### src/hw/rtl/cmc_pkg.sv
// cooling mode controller package: mode type, decision codes, register map and reset values
// used by cmc_cfg_regs and cooling_mode_controller; depends on nothing
`default_nettype none

package cmc_pkg;

    // default width of the timestamps kept inside the block
    localparam int TIME_WIDTH_DEF = 63;

    // one-hot mode state
    typedef enum logic [4:0] {
        MODE_OFF  = 5'b00001,
        MODE_FAN  = 5'b00010,
        MODE_LOW  = 5'b00100,
        MODE_MED  = 5'b01000,
        MODE_HIGH = 5'b10000
    } t_mode;

    // mode codes as seen on the result beat
    localparam logic [2:0] CODE_OFF  = 3'd0;
    localparam logic [2:0] CODE_FAN  = 3'd1;
    localparam logic [2:0] CODE_LOW  = 3'd2;
    localparam logic [2:0] CODE_MED  = 3'd3;
    localparam logic [2:0] CODE_HIGH = 3'd4;

    // decision codes
    localparam logic [1:0] DEC_STAY     = 2'd0;
    localparam logic [1:0] DEC_SWITCHED = 2'd1;
    localparam logic [1:0] DEC_DEBOUNCE = 2'd2;
    localparam logic [1:0] DEC_BACKOFF  = 2'd3;

    // request kinds
    localparam logic REQ_EVAL   = 1'b0;
    localparam logic REQ_ADJUST = 1'b1;

    // register indexes (byte address is 8 times the index)
    localparam logic [2:0] REG_DEBOUNCE   = 3'd0;
    localparam logic [2:0] REG_COOL_CYCLE = 3'd1;
    localparam logic [2:0] REG_FAN        = 3'd2;
    localparam logic [2:0] REG_BACKOFF    = 3'd3;
    localparam logic [2:0] REG_DEADBAND   = 3'd4;
    localparam logic [2:0] REG_GENTLE     = 3'd5;
    localparam logic [2:0] REG_HYST       = 3'd6;

    localparam int ADDR_WIDTH = 6;
    localparam int DATA_WIDTH = 64;

    // register reset values
    localparam logic [39:0] DEBOUNCE_RST   = 40'd60000000;
    localparam logic [39:0] COOL_CYCLE_RST = 40'd3600000000;
    localparam logic [39:0] FAN_RST        = 40'd180000000;
    localparam logic [39:0] BACKOFF_RST    = 40'd900000000;
    localparam logic [10:0] DEADBAND_RST   = 11'd300;
    localparam logic [10:0] GENTLE_RST     = 11'd100;
    localparam logic [9:0]  HYST_RST       = 10'd25;

    // target limits in hundredths
    localparam logic [11:0] TGT_MIN   = 12'd2000;
    localparam logic [11:0] TGT_MAX   = 12'd4000;
    localparam logic [11:0] TGT_RESET = 12'd2900;

    // configuration handed from the register file to the datapath
    typedef struct packed {
        logic [39:0] debounce_time;
        logic [39:0] cool_cycle_time;
        logic [39:0] fan_time;
        logic [39:0] backoff_time;
        logic [10:0] start_margin;
        logic [10:0] soft_margin;
        logic [9:0]  gentle_hysteresis;
    } t_cfg;

    function automatic logic compressor_on(input t_mode m);
        logic r;
        case (m) inside
            MODE_LOW, MODE_MED, MODE_HIGH: r = 1'b1;
            default:                       r = 1'b0;
        endcase
        return r;
    endfunction

    function automatic logic [2:0] mode_code(input t_mode m);
        logic [2:0] c;
        unique case (m)
            MODE_OFF:  c = CODE_OFF;
            MODE_FAN:  c = CODE_FAN;
            MODE_LOW:  c = CODE_LOW;
            MODE_MED:  c = CODE_MED;
            MODE_HIGH: c = CODE_HIGH;
            default:   c = CODE_OFF;
        endcase
        return c;
    endfunction

endpackage

`default_nettype wire

### src/hw/rtl/cmc_cfg_regs.sv
// cooling mode controller register file behind an apb-style port
// depends on cmc_pkg for the register map, reset values and the t_cfg struct
`default_nettype none

module cmc_cfg_regs (
    input  wire logic                          i_clk,
    input  wire logic                          i_rst_n,
    input  wire logic                          psel,
    input  wire logic                          penable,
    input  wire logic                          pwrite,
    input  wire logic [cmc_pkg::ADDR_WIDTH-1:0] paddr,
    input  wire logic [cmc_pkg::DATA_WIDTH-1:0] pwdata,
    output logic      [cmc_pkg::DATA_WIDTH-1:0] prdata,
    output logic                               pready,
    output cmc_pkg::t_cfg                      o_cfg
);

    cmc_pkg::t_cfg r_cfg;
    logic [2:0]    s_index;
    logic          s_wr;

    assign pready  = 1'b1;
    assign s_index = paddr[5:3];
    assign s_wr    = psel && penable && pwrite && pready;

    always_ff @(posedge i_clk) begin
        if (!i_rst_n) begin
            r_cfg.debounce_time     <= cmc_pkg::DEBOUNCE_RST;
            r_cfg.cool_cycle_time   <= cmc_pkg::COOL_CYCLE_RST;
            r_cfg.fan_time          <= cmc_pkg::FAN_RST;
            r_cfg.backoff_time      <= cmc_pkg::BACKOFF_RST;
            r_cfg.start_margin      <= cmc_pkg::DEADBAND_RST;
            r_cfg.soft_margin       <= cmc_pkg::GENTLE_RST;
            r_cfg.gentle_hysteresis <= cmc_pkg::HYST_RST;
        end else if (s_wr) begin
            unique case (s_index)
                cmc_pkg::REG_DEBOUNCE:   r_cfg.debounce_time     <= pwdata[39:0];
                cmc_pkg::REG_COOL_CYCLE: r_cfg.cool_cycle_time   <= pwdata[39:0];
                cmc_pkg::REG_FAN:        r_cfg.fan_time          <= pwdata[39:0];
                cmc_pkg::REG_BACKOFF:    r_cfg.backoff_time      <= pwdata[39:0];
                cmc_pkg::REG_DEADBAND:   r_cfg.start_margin      <= pwdata[10:0];
                cmc_pkg::REG_GENTLE:     r_cfg.soft_margin       <= pwdata[10:0];
                cmc_pkg::REG_HYST:       r_cfg.gentle_hysteresis <= pwdata[9:0];
                default: ;
            endcase
        end
    end

    // read mux, unused index reads zero
    always_comb begin
        unique case (s_index)
            cmc_pkg::REG_DEBOUNCE:   prdata = {24'd0, r_cfg.debounce_time};
            cmc_pkg::REG_COOL_CYCLE: prdata = {24'd0, r_cfg.cool_cycle_time};
            cmc_pkg::REG_FAN:        prdata = {24'd0, r_cfg.fan_time};
            cmc_pkg::REG_BACKOFF:    prdata = {24'd0, r_cfg.backoff_time};
            cmc_pkg::REG_DEADBAND:   prdata = {53'd0, r_cfg.start_margin};
            cmc_pkg::REG_GENTLE:     prdata = {53'd0, r_cfg.soft_margin};
            cmc_pkg::REG_HYST:       prdata = {54'd0, r_cfg.gentle_hysteresis};
            default:                 prdata = '0;
        endcase
    end

    assign o_cfg = r_cfg;

endmodule

`default_nettype wire

### src/hw/rtl/cooling_mode_controller.sv
// cooling mode controller top level: input register, mode decision logic, result register
// depends on cmc_pkg and cmc_cfg_regs
`default_nettype none

// usage
//   s_axis carries requests: tuser picks the kind (0 evaluate with a humidex
//   sample, 1 adjust target), tdata holds timestamp, sample and target step.
//   m_axis returns one beat per request: mode after the request, the decision
//   (stay, switched, blocked by debounce, blocked by backoff) and the target.
//   the apb-style port holds seven registers at byte addresses 0, 8, .. 48;
//   write them only while no request is in flight.
// timing
//   an accepted request beat waits in the input register, then passes through the
//   decision logic into the result register. one request per cycle is sustained
//   while m_axis_tready stays high; the limit is the single pass from the input
//   register through the timestamp subtract-and-compare checks into the state
//   and result registers.
// reset and stall
//   synchronous active-low reset empties both registers, sets mode off, target
//   29.00 Hdx and the registers to their defaults. while m_axis_tready is low
//   the result beat holds and the input register still takes one more request;
//   s_axis_tready drops only when both are full.
module cooling_mode_controller #(
    parameter int TIME_WIDTH = cmc_pkg::TIME_WIDTH_DEF
) (
    input  wire logic                          i_clk,
    input  wire logic                          i_rst_n,
    // request channel
    input  wire logic                          s_axis_tvalid,
    output logic                               s_axis_tready,
    // [62:0] now_time, [78:63] humidex sample, [90:79] target_step, [95:91] zero
    input  wire logic [95:0]                   s_axis_tdata,
    // [0] req_type
    input  wire logic [0:0]                    s_axis_tuser,
    // result channel
    output logic                               m_axis_tvalid,
    input  wire logic                          m_axis_tready,
    // [2:0] ac_mode, [4:3] decision, [16:5] target_now, [23:17] zero
    output logic      [23:0]                   m_axis_tdata,
    // configuration port
    input  wire logic                          psel,
    input  wire logic                          penable,
    input  wire logic                          pwrite,
    input  wire logic [cmc_pkg::ADDR_WIDTH-1:0] paddr,
    input  wire logic [cmc_pkg::DATA_WIDTH-1:0] pwdata,
    output logic      [cmc_pkg::DATA_WIDTH-1:0] prdata,
    output logic                               pready
);

    localparam int TW = TIME_WIDTH;

    cmc_pkg::t_cfg s_cfg;

    cmc_cfg_regs u_regs (
        .i_clk   (i_clk),
        .i_rst_n (i_rst_n),
        .psel    (psel),
        .penable (penable),
        .pwrite  (pwrite),
        .paddr   (paddr),
        .pwdata  (pwdata),
        .prdata  (prdata),
        .pready  (pready),
        .o_cfg   (s_cfg)
    );

    // signed modular elapsed time reaches limit; negative elapsed never does
    function automatic logic reached(input logic [TW-1:0] now, input logic [TW-1:0] start,
                                     input logic [39:0] limit);
        logic [TW-1:0] d;
        d = now - start;
        return !d[TW-1] && (64'(d) >= 64'(limit));
    endfunction

    // input register
    logic                  r_in_valid;
    logic                  r_in_req;
    logic [TW-1:0]         r_in_time;
    logic signed [15:0]    r_in_fl;
    logic signed [11:0]    r_in_step;

    // result register
    logic                  r_out_valid;
    logic [23:0]           r_out_data;

    // controller state
    cmc_pkg::t_mode        r_mode, n_mode;
    logic [TW-1:0]         r_mea, n_mea;          // mode entered at
    logic [TW-1:0]         r_cstart, n_cstart;    // cooling started at
    logic [TW-1:0]         r_cend, n_cend;        // cooling ended at
    logic                  r_phase, n_phase;
    logic                  r_armed, n_armed;
    logic                  r_started, n_started;
    logic [11:0]           r_target, n_target;

    logic                  s_adv;
    logic [1:0]            s_dec;

    // effective state after the first-evaluate start
    cmc_pkg::t_mode        e_mode;
    logic [TW-1:0]         e_mea;
    logic [TW-1:0]         e_cend;
    logic                  e_phase;
    logic                  e_armed;

    logic signed [16:0]    s_delta;
    logic [11:0]           s_gh;
    logic                  s_cycle_over;
    cmc_pkg::t_mode        s_desired;
    logic signed [13:0]    s_tsum;

    // advance when the input register holds a request and the result slot frees
    assign s_adv         = r_in_valid && (!r_out_valid || m_axis_tready);
    assign s_axis_tready = !r_in_valid || s_adv;

    always_ff @(posedge i_clk) begin
        if (!i_rst_n) begin
            r_in_valid <= 1'b0;
        end else if (s_axis_tready) begin
            r_in_valid <= s_axis_tvalid;
        end
    end

    always_ff @(posedge i_clk) begin
        if (s_axis_tready && s_axis_tvalid) begin
            r_in_req  <= s_axis_tuser[0];
            r_in_time <= s_axis_tdata[TW-1:0];
            r_in_fl   <= s_axis_tdata[78:63];
            r_in_step <= s_axis_tdata[90:79];
        end
    end

    // first evaluate starts the block from off with cleared cooling history
    always_comb begin
        e_mode  = r_started ? r_mode : cmc_pkg::MODE_OFF;
        e_mea   = r_started ? r_mea : r_in_time;
        e_cend  = r_started ? r_cend : '0;
        e_phase = r_started && r_phase;
        e_armed = r_started && r_armed;
    end

    assign s_delta = 17'(r_in_fl) - $signed({5'd0, r_target});
    assign s_gh    = {1'b0, s_cfg.soft_margin} + {2'b0, s_cfg.gentle_hysteresis};
    assign s_tsum  = $signed({2'b0, r_target}) + 14'(r_in_step);

    // cycle limit; with no cycle running it only fires for a zero limit
    assign s_cycle_over = e_phase ? reached(r_in_time, r_cstart, s_cfg.cool_cycle_time)
                                  : (s_cfg.cool_cycle_time == 40'd0);

    // desired mode from the sample
    always_comb begin
        s_desired = e_mode;
        unique case (e_mode)
            cmc_pkg::MODE_OFF: begin
                if (s_delta > $signed({6'd0, s_cfg.start_margin}))
                    s_desired = cmc_pkg::MODE_HIGH;
            end
            cmc_pkg::MODE_HIGH: begin
                if (s_cycle_over)
                    s_desired = cmc_pkg::MODE_FAN;
                else if (s_delta <= $signed({6'd0, s_cfg.soft_margin}))
                    s_desired = cmc_pkg::MODE_LOW;
            end
            cmc_pkg::MODE_LOW: begin
                if (s_delta > $signed({5'd0, s_gh}))
                    s_desired = cmc_pkg::MODE_HIGH;
                else if (s_delta <= 17'sd0 || s_cycle_over)
                    s_desired = cmc_pkg::MODE_FAN;
            end
            cmc_pkg::MODE_FAN: begin
                if (reached(r_in_time, e_mea, s_cfg.fan_time))
                    s_desired = cmc_pkg::MODE_OFF;
            end
            default: ; // cool medium has no rules
        endcase
    end

    // next state and decision
    always_comb begin
        n_mode    = r_mode;
        n_mea     = r_mea;
        n_cstart  = r_cstart;
        n_cend    = r_cend;
        n_phase   = r_phase;
        n_armed   = r_armed;
        n_started = r_started;
        n_target  = r_target;
        s_dec     = cmc_pkg::DEC_STAY;

        if (r_in_req == cmc_pkg::REQ_ADJUST) begin
            if (s_tsum < $signed({2'b0, cmc_pkg::TGT_MIN}))
                n_target = cmc_pkg::TGT_MIN;
            else if (s_tsum > $signed({2'b0, cmc_pkg::TGT_MAX}))
                n_target = cmc_pkg::TGT_MAX;
            else
                n_target = s_tsum[11:0];
            // debounce counts as already run out
            if (r_started)
                n_mea = TW'(64'(r_in_time) - 64'(s_cfg.debounce_time));
        end else begin
            n_started = 1'b1;
            n_mode    = e_mode;
            n_mea     = e_mea;
            n_cend    = e_cend;
            n_phase   = e_phase;
            n_armed   = e_armed;
            if (cmc_pkg::compressor_on(s_desired) && !cmc_pkg::compressor_on(e_mode) && e_armed
                && !reached(r_in_time, e_cend, s_cfg.backoff_time)) begin
                s_dec = cmc_pkg::DEC_BACKOFF;
            end else if (s_desired != e_mode) begin
                if (reached(r_in_time, e_mea, s_cfg.debounce_time)) begin
                    s_dec  = cmc_pkg::DEC_SWITCHED;
                    n_mode = s_desired;
                    n_mea  = r_in_time;
                    // leaving cooling arms the compressor backoff
                    if (cmc_pkg::compressor_on(e_mode) && !cmc_pkg::compressor_on(s_desired))
                    begin
                        n_cend  = r_in_time;
                        n_armed = 1'b1;
                    end
                    if (s_desired == cmc_pkg::MODE_HIGH) begin
                        n_cstart = r_in_time;
                        n_phase  = 1'b1;
                    end else if (!cmc_pkg::compressor_on(s_desired)) begin
                        n_phase = 1'b0;
                    end
                end else begin
                    s_dec = cmc_pkg::DEC_DEBOUNCE;
                end
            end
        end
    end

    always_ff @(posedge i_clk) begin
        if (!i_rst_n) begin
            r_mode    <= cmc_pkg::MODE_OFF;
            r_mea     <= '0;
            r_cstart  <= '0;
            r_cend    <= '0;
            r_phase   <= 1'b0;
            r_armed   <= 1'b0;
            r_started <= 1'b0;
            r_target  <= cmc_pkg::TGT_RESET;
        end else if (s_adv) begin
            r_mode    <= n_mode;
            r_mea     <= n_mea;
            r_cstart  <= n_cstart;
            r_cend    <= n_cend;
            r_phase   <= n_phase;
            r_armed   <= n_armed;
            r_started <= n_started;
            r_target  <= n_target;
        end
    end

    // result register
    always_ff @(posedge i_clk) begin
        if (!i_rst_n) begin
            r_out_valid <= 1'b0;
        end else if (s_adv) begin
            r_out_valid <= 1'b1;
        end else if (m_axis_tready) begin
            r_out_valid <= 1'b0;
        end
    end

    always_ff @(posedge i_clk) begin
        if (s_adv)
            r_out_data <= {7'd0, n_target, s_dec, cmc_pkg::mode_code(n_mode)};
    end

    assign m_axis_tvalid = r_out_valid;
    assign m_axis_tdata  = r_out_data;

    // cool medium is never entered
    a_no_medium: assert property (@(posedge i_clk) disable iff (!i_rst_n)
        r_mode != cmc_pkg::MODE_MED)
        else $error("cool medium entered");

    // target stays clamped
    a_target_range: assert property (@(posedge i_clk) disable iff (!i_rst_n)
        (r_target >= cmc_pkg::TGT_MIN) && (r_target <= cmc_pkg::TGT_MAX))
        else $error("target out of range");

    // before the first evaluate the block rests off with no backoff
    a_idle_before_start: assert property (@(posedge i_clk) disable iff (!i_rst_n)
        !r_started |-> (r_mode == cmc_pkg::MODE_OFF) && !r_armed && !r_phase)
        else $error("state changed before start");

    // an adjust never changes the mode
    a_adjust_keeps_mode: assert property (@(posedge i_clk) disable iff (!i_rst_n)
        (s_adv && (r_in_req == cmc_pkg::REQ_ADJUST)) |=> $stable(r_mode))
        else $error("adjust changed mode");

    // a new result is produced only into a free or draining result slot
    a_no_overwrite: assert property (@(posedge i_clk) disable iff (!i_rst_n)
        s_adv |-> (!r_out_valid || m_axis_tready))
        else $error("result overwritten");

endmodule

`default_nettype wire

### config.mk
export PLATFORM = sky130hd
export DESIGN_NAME = cooling_mode_controller
export DESIGN_NICKNAME = d
export VERILOG_FILES = /design/src/hw/rtl/cmc_pkg.sv /design/src/hw/rtl/cmc_cfg_regs.sv /design/src/hw/rtl/cooling_mode_controller.sv
export SDC_FILE = /design/constraint.sdc
export NUM_CORES = 2
export LEC_CHECK = 0
export CAP_MARGIN = 15
export CORE_ASPECT_RATIO = 0.6
export CORE_MARGIN = 1
export CORE_UTILIZATION = 35
export CTS_CLUSTER_SIZE = 25
export DETAILED_ROUTE_END_ITERATION = 10
export DONT_BUFFER_PORTS = 1
export GPL_TIMING_DRIVEN = 1
export PLACE_DENSITY = 0.51
export SLEW_MARGIN = 40
export SYNTH_ARGS = -nofsm -noshare
export SYNTH_HDL_FRONTEND = slang
export SYNTH_SLANG_ARGS = --single-unit
### constraint.sdc
create_clock -name i_clk -period 10.4 [get_ports i_clk]
set_input_delay 1.56 -clock i_clk [delete_from_list [all_inputs] [get_ports i_clk]]
set_output_delay 1.56 -clock i_clk [all_outputs]
set_load 0.05 [all_outputs]
After elaboration in Yosys (flattened, before gate mapping)
Index checks and enable logic that the tools add are counted.
{"block": "word_totals", "inputBits": 174, "register_bits": 512, "elab_cells": 162}
{"block": "classes", "add_sub_neg": 7, "bitwise_logic": 2, "n_eq_ne": 20, "n_mux": 60, "n_lt_le_gt_ge": 10, "n_reduce_logical": 40}
{"op": "$mux W63", "n": 11}
{"op": "$pmux W40 S7", "n": 1}
{"op": "$ge A63 B40 Y1", "n": 4}
{"op": "$sub A63 B63 Y63", "n": 3}
{"op": "$sub A63 B40 Y63", "n": 1}
{"op": "$mux W5", "n": 11}
{"op": "$logic_not A40 Y1", "n": 1}
{"op": "$mux W12", "n": 3}
{"op": "$mux W1", "n": 29}
{"op": "$pmux W5 S4", "n": 1}
{"op": "$reduce_and A2 Y1", "n": 9}
{"op": "$gt A17 B12 Y1", "n": 1}
{"op": "$gt A17 B13 Y1", "n": 1}
{"op": "$le A17 B1 Y1 const B", "n": 1}
{"op": "$le A17 B12 Y1", "n": 1}
{"op": "$sub A16 B13 Y17", "n": 1}
{"op": "$eq A5 B3 Y1 const B", "n": 3}
{"op": "$eq A5 B4 Y1 const B", "n": 3}
{"op": "$eq A5 B5 Y1 const B", "n": 3}
{"op": "$add A13 B12 Y14", "n": 1}
{"op": "$gt A14 B13 Y1 const B", "n": 1}
{"op": "$logic_and A1 B1 Y1", "n": 14}
{"op": "$lt A14 B12 Y1 const B", "n": 1}
{"op": "$add A11 B10 Y12", "n": 1}
{"op": "16 further kinds", "n": 33}

Logic depth before layout (Yosys ltp)
{"block": "depth", "depth_word": 23, "mapped_depth": 37}

Cells and area by module
A second synthesis with hierarchy kept.
{"block": "hier_totals", "cells_unflattened": 5391, "area_unflattened_um2": 43614.3}
{"module": "cooling_mode_controller", "cells_per_inst": 4467, "n_inst": 1, "area_per_inst_um2": 34710.8}
{"module": "cmc_cfg_regs", "cells_per_inst": 924, "n_inst": 1, "area_per_inst_um2": 8903.5}

Worst setup path after synthesis
OpenSTA, ideal clock, no wires.
{"block": "synth_timing", "kind": "flip-flop to flip-flop", "start": "reg r_started", "end": "reg r_out_data[2] (netlist: m_axis_tdata[2]) (data pin)", "setup_ps": 255, "required_ps": 10145, "period_less_slack_ps": 7857, "stages_incl_launch_ff": 36, "arrival_ps": 7602, "path_slack_ps": 2543, "path_cell_list": "dfxtp_1 -> clkbuf_1 -> clkbuf_1 -> clkbuf_1 -> clkbuf_1 -> clkbuf_1 -> nand2_1 -> ha_1 -> or3_1 -> or2_0 -> o221ai_2 -> o21a_1 -> o2111ai_1 -> and2_1 -> a21oi_1 -> nor2_1 -> nor2_1 -> o21ai_0 -> xor2_1 -> ha_1 -> nand2_1 -> o21ai_0 -> a22o_1 -> a2111oi_1 -> nand4_1 -> a2111oi_0 -> nand3_1 -> a2111o_1 -> nor4_1 -> o2111a_1 -> a31oi_1 -> nor2_1 -> buf_2 -> nor3_1 -> a211oi_1 -> and3b_1"}
{"block": "synth_via", "elab_chain_cells": 17, "elab_cells_between_ends": 53}
{"element": "start: declaration", "line_no": "cooling_mode_controller.sv:93", "text": "logic r_started, n_started;"}
{"element": "start signal: assignment", "line_no": "cooling_mode_controller.sv:251", "text": "r_started <= n_started;"}
{"element": "$mux W63 / $logic_and A1 B1 Y1 (equally long branches)", "line_no": "cooling_mode_controller.sv:136, cooling_mode_controller.sv:138"}
{"element": "$sub A63 B63 Y63 / $mux W1 (equally long branches)", "line_no": "cooling_mode_controller.sv:71, cooling_mode_controller.sv:147"}
{"element": "$ge A63 B40 Y1, or another cell as far along", "line_no": "cooling_mode_controller.sv:72", "text": "return !d[TW-1] && (64'(d) >= 64'(limit));"}
{"element": "$logic_and A1 B1 Y1 / $mux W5 (equally long branches)", "line_no": "cooling_mode_controller.sv:72, cooling_mode_controller.sv:167"}
{"element": "$mux W5 (on tied branches)", "line_no": "cooling_mode_controller.sv:171, cooling_mode_controller.sv:165"}
{"element": "$pmux W5 S4", "line_no": "cooling_mode_controller.sv:153", "text": "unique case (e_mode)"}
{"element": "$eq A5 B3 Y1, or another cell as far along", "line_no": "cooling_mode_controller.sv:207", "text": "if (cmc_pkg::compressor_on(s_desired) && !cmc_pkg::compressor_on(e_mode) && e_armed"}
{"element": "$reduce_or A3 Y1", "line_no": "cmc_pkg.sv:75", "text": "case (m) inside"}
{"element": "$mux W1", "line_no": "cmc_pkg.sv:75"}
{"element": "$mux W1", "line_no": "cooling_mode_controller.sv:190", "text": "if (r_in_req == cmc_pkg::REQ_ADJUST) begin"}
{"element": "$logic_and A1 B1 Y1 (2 in series)", "line_no": "cooling_mode_controller.sv:207"}
{"element": "$logic_and A1 B1 Y1", "line_no": "cooling_mode_controller.sv:208", "text": "&& !reached(r_in_time, e_cend, s_cfg.backoff_time)) begin"}
{"element": "$mux W5 *", "line_no": "cooling_mode_controller.sv:207"}
{"element": "$mux W5 *", "line_no": "cooling_mode_controller.sv:190"}
{"element": "$eq A5 B5 Y1, or another cell as far along", "line_no": "cmc_pkg.sv:84", "text": "unique case (m)"}
{"element": "$pmux W3 S4 *", "line_no": "cmc_pkg.sv:84"}
{"element": "end signal: assignment", "line_no": "cooling_mode_controller.sv:269", "text": "r_out_data <= {7'd0, n_target, s_dec, cmc_pkg::mode_code(n_mode)};"}
{"element": "end: declaration", "line_no": "cooling_mode_controller.sv:84", "text": "logic [23:0] r_out_data;"}
Every way passes the cells marked *; elsewhere a longest branch is shown, timed or not. The select of a mux whose other input is x is not followed.
A chain may end at the register's enable or synchronous reset.

Worst setup path after layout
{"block": "layout_timing", "start": "reg r_in_time[12]", "end": "reg r_cend[57]"}
{"block": "layout_via", "elab_chain_cells": 21, "elab_cells_between_ends": 43}
{"element": "start: declaration", "line_no": "cooling_mode_controller.sv:78", "text": "logic [TW-1:0] r_in_time;"}
{"element": "start signal: assignment", "line_no": "cooling_mode_controller.sv:127", "text": "r_in_time <= s_axis_tdata[TW-1:0];"}
{"element": "$sub A63 B63 Y63", "line_no": "cooling_mode_controller.sv:71", "text": "d = now - start;"}
{"element": "$ge A63 B40 Y1 / $logic_not A1 Y1 (equally long branches)", "line_no": "cooling_mode_controller.sv:72"}
{"element": "$logic_and A1 B1 Y1", "line_no": "cooling_mode_controller.sv:72"}
{"element": "$mux W1", "line_no": "cooling_mode_controller.sv:147", "text": "assign s_cycle_over = e_phase ? reached(r_in_time, r_cstart, s_cfg.cool_cycle_time)"}
{"element": "$logic_or A1 B1 Y1", "line_no": "cooling_mode_controller.sv:167", "text": "else if (s_delta <= 17'sd0 || s_cycle_over)"}
{"element": "$mux W5", "line_no": "cooling_mode_controller.sv:167"}
{"element": "$mux W5", "line_no": "cooling_mode_controller.sv:165", "text": "if (s_delta > $signed({5'd0, s_gh}))"}
{"element": "$pmux W5 S4", "line_no": "cooling_mode_controller.sv:153"}
{"element": "[5 not listed]"}
{"element": "$mux W1", "line_no": "cooling_mode_controller.sv:207"}
{"element": "$mux W1", "line_no": "cooling_mode_controller.sv:190"}
{"element": "$logic_not A1 Y1", "line_no": "cooling_mode_controller.sv:216", "text": "if (cmc_pkg::compressor_on(e_mode) && !cmc_pkg::compressor_on(s_desired))"}
{"element": "$logic_and A1 B1 Y1", "line_no": "cooling_mode_controller.sv:216"}
{"element": "$mux W63", "line_no": "cooling_mode_controller.sv:216"}
{"element": "$mux W63", "line_no": "cooling_mode_controller.sv:211", "text": "if (reached(r_in_time, e_mea, s_cfg.debounce_time)) begin"}
{"element": "$mux W63", "line_no": "cooling_mode_controller.sv:210", "text": "end else if (s_desired != e_mode) begin"}
{"element": "$mux W63 *", "line_no": "cooling_mode_controller.sv:207"}
{"element": "end signal: assignment", "line_no": "cooling_mode_controller.sv:248", "text": "r_cend <= n_cend;"}
{"element": "end: declaration", "line_no": "cooling_mode_controller.sv:90", "text": "logic [TW-1:0] r_cend, n_cend;"}
Marks and branches as above.

==> metrics.md <==
| Metric | Value |
|---|---|
| Die Span X | 453 µm |
| Synth Cell Area | 42800 µm² |
| Worst Path Required | 11.01 ns |
| Hold Buf Count CTS | 0 |
| Via Count | 42100 |
| Wire per inst | 26.5 µm |
| Least-Margin Pin Slew | 1.02 ns |
| Vias in the first global route | 37700 |
| Fraction of the yosys area taken by sequential cells | 0.265 |
| R2R Setup Slk | 1.07 ns |
| Fin Setup TNS | 0 ns |
| Largest net degree at the start of global routing | 128 |
| DRC Markers | 0 |
| Most frequent cells in the layout | nand2_1, a21oi_1, ha_1, dfxtp_1, inv_1 |
| H-tree levels | 2 |
| Min-Delay Path Class | flop to flop |
| RR Startpoint | r_in_time[12] |
| Pwr/cell area | 137 nW/µm² |
| Die area | 124000 µm² |
| CP max stage cell | a21oi_4 |
| Status | finished clean |
| CP Capture Type | flop |
| Final cell count without fillers | 6997 |
| Most common cell after layout, fill and taps aside | nand2_1 |
| Main flop type after synthesis | dfxtp_1 |
| Max Fclk | 0.107 GHz |
| DR pass1 iterations | 6 |
| Layout cells sized above 1 | 0.0584 |
| Final setup fails | 0 |
| Top cell by count, worst path | a21oi_1 |
| RSZ-0062 raised after global routing | false |
| CP Class | flop to flop |
| Die height | 273 µm |
| Gpl congestion | 0.976 |
| IO buf count | 0 |
| Clk buf depth | 3 |
| Data arrival, critical path | 9.94 ns |
| Synth Instances | 5466 |
| Final Cell Area | 46600 µm² |
| Clock transition at path regs | 0.06 ns |
| I/O pin count | 265 |
| Clock Skew | 0.0225 ns |
| YS warnings | 0 |
| Largest vdd supply drop | 0.000127 V |
| Post-route minimum period | 9.33 ns |
| Post-synth cell types | 109 |
| Final wirelength | 185000 µm |
| # nets final | 5985 |
| Initial Util | 0.356 |
| Max incr delay on CP | 0.69 ns |
| Root Driver | clkbuf_16 |
| Row count | 98 |
| Crit path from | r_in_time[12] |
| CTS Sinks | 512 |
| LEAKAGE | 17.5 nW |
| CP max FO | 45 |
| Number of synthesized flops with an enable pin | 109 |
| Final Hold Fails | 0 |
| Slew Limit Fails | 0 |
| Routed Antenna Nets | 0 |
| Final worst-path cycle share | 0.897 |
| Grt total ovfl | 0 |
| Worst Hold Launch | r_mea[51] |
| Synth Area per Inst | 7.83 µm² |
| Per-cell via count in the routed design | 6.02 |
| Setup bufs post-CTS | 0 |
| Startpoint types | flop |
| First-pass GRT wire length | 265000 µm |
| Register bit count reported by yosys | 512 |
| Post-cts sizing count | 0 |
| First DRT Iteration DRCs | 5141 |
| Layout area overhead | 8.83% |
| Core Box Area | 120000 µm² |
| Diodes inserted | 0 |
| Inst Count DP | 6890 |
| Total CTS buffers | 57 |
| GR Util All Layers | 0.288 |
| Clk_lat worst skew | 0.68 ns |
| Max cap viols | 0 |
| Max-slew headroom | 0.313 |
| CTS tree | yes |
| Initial antenna violation count | 4 |
| Async S/R FF share, synth | 0 |
| DP Wirelength | 148000 µm |
| Post-DP Area | 44500 µm² |
[cell families (layout without fill, tap and decap cells)]
kind of cell	Yosys count	after routing	share of synthesized area
compound gates	1778	1778	0.270
xor+xnor	211	211	0.0432
fa+ha+maj	462	462	0.136
buf+inv	660	561	0.0638
flops	512	512	0.265
mux	160	160	0.0395
other cells	2	32	0.000175
simple gates	1681	1681	0.182
[per-stage QoR]
| step | hold WS [ns] | total power [mW] | util | setup WS [ns] |
|---|---|---|---|---|
| after floorplan | 0.425 | 3.43 | - | 2.54 |
| after global placement | 0.436 | 3.99 | 0.369 | 1.18 |
| after detailed placement | 0.441 | 4.01 | 0.370 | 1.28 |
| after CTS | 0.450 | 6.36 | 0.387 | 1.25 |
| after global routing | 0.459 | 6.66 | 0.388 | 0.726 |
| final | 0.450 | 6.40 | 0.388 | 1.07 |
[area by class of cell]
class | instances | area (µm²)
fillers | 12400 | 73600
multi-input cells | 4324 | 29000
flip-flops and latches | 512 | 11300
well taps | 1600 | 2000
clock buffers | 76 | 1600
inverters | 352 | 1330
repair buffers | 102 | 816
clock inverters | 31 | 479
[power breakdown]
part           total [mW]  switching, mW  internal (mW)
registers            2.16         0.0748           2.09
clock network        2.34          0.969           1.38
logic                1.90           1.27          0.627
total                6.40           2.31           4.09
[cells in the mapped netlist (all sizes together) (17+ instances only)]
master,count,area share
a22oi,68,0.012
nor3,110,0.013
o211a,19,0.0044
o221a,17,0.0045
o21a,71,0.012
a22o,71,0.015
dfxtp,403,0.19
o31ai,26,0.0048
and2,29,0.0042
a21boi,20,0.0035
buf,99,0.014
clkbuf,209,0.018
and3,34,0.0050
xor2,77,0.016
or3,48,0.0070
nand2,732,0.064
ha,455,0.13
xnor2,134,0.027
o211ai,110,0.019
o21bai,48,0.0084
o21ai,350,0.041
nor2,331,0.029
nand4,119,0.017
a211oi,63,0.011
a31oi,51,0.0075
mux2i,144,0.034
inv,352,0.031
edfxtp,109,0.076
a21oi,564,0.066
nor4,53,0.0082
nand3,71,0.0083
a21o,123,0.022
nor2b,49,0.0072
nand2b,37,0.0054
[metal layers]
| layer | global-route usage | up-vias | wire length (µm) |
|---|---|---|---|
| li1 | - | 19700 | - |
| met1 | 0.470 | 20300 | 94900 |
| met2 | 0.333 | 1963 | 62000 |
| met3 | 0.124 | 144 | 26500 |
| met4 | 0.0348 | 4 | 1910 |
| met5 | 0 | - | 21 |
[registers in the layout, indices dropped and copies added (netlist names)]
register / count
m_axis_tdata: 17
m_axis_tvalid: 1
r_armed: 1
r_cend: 63
r_cstart: 63
r_in_fl: 16
r_in_req: 1
r_in_step: 12
r_in_time: 63
r_in_valid: 1
r_mea: 63
r_mode: 5
r_phase: 1
r_started: 1
r_target: 12
u_regs.o_cfg: 192
[worst max-delay path: cells and delay by family (launching register included)]
kind            cells  cell delay, ns
simple gates       13            3.84
compound gates     11            3.13
fa+ha+maj           2            0.74
buf+inv             2            0.73
flops               1            0.63
xor+xnor            1            0.14
[final timing paths]
check,to,cells past startpoint
max,r_cend[57],29
min,r_mea[51],2
max reg2reg,r_cend[57],29
min reg2reg,r_mea[51],2
Power figures use the tool's default switching activity.
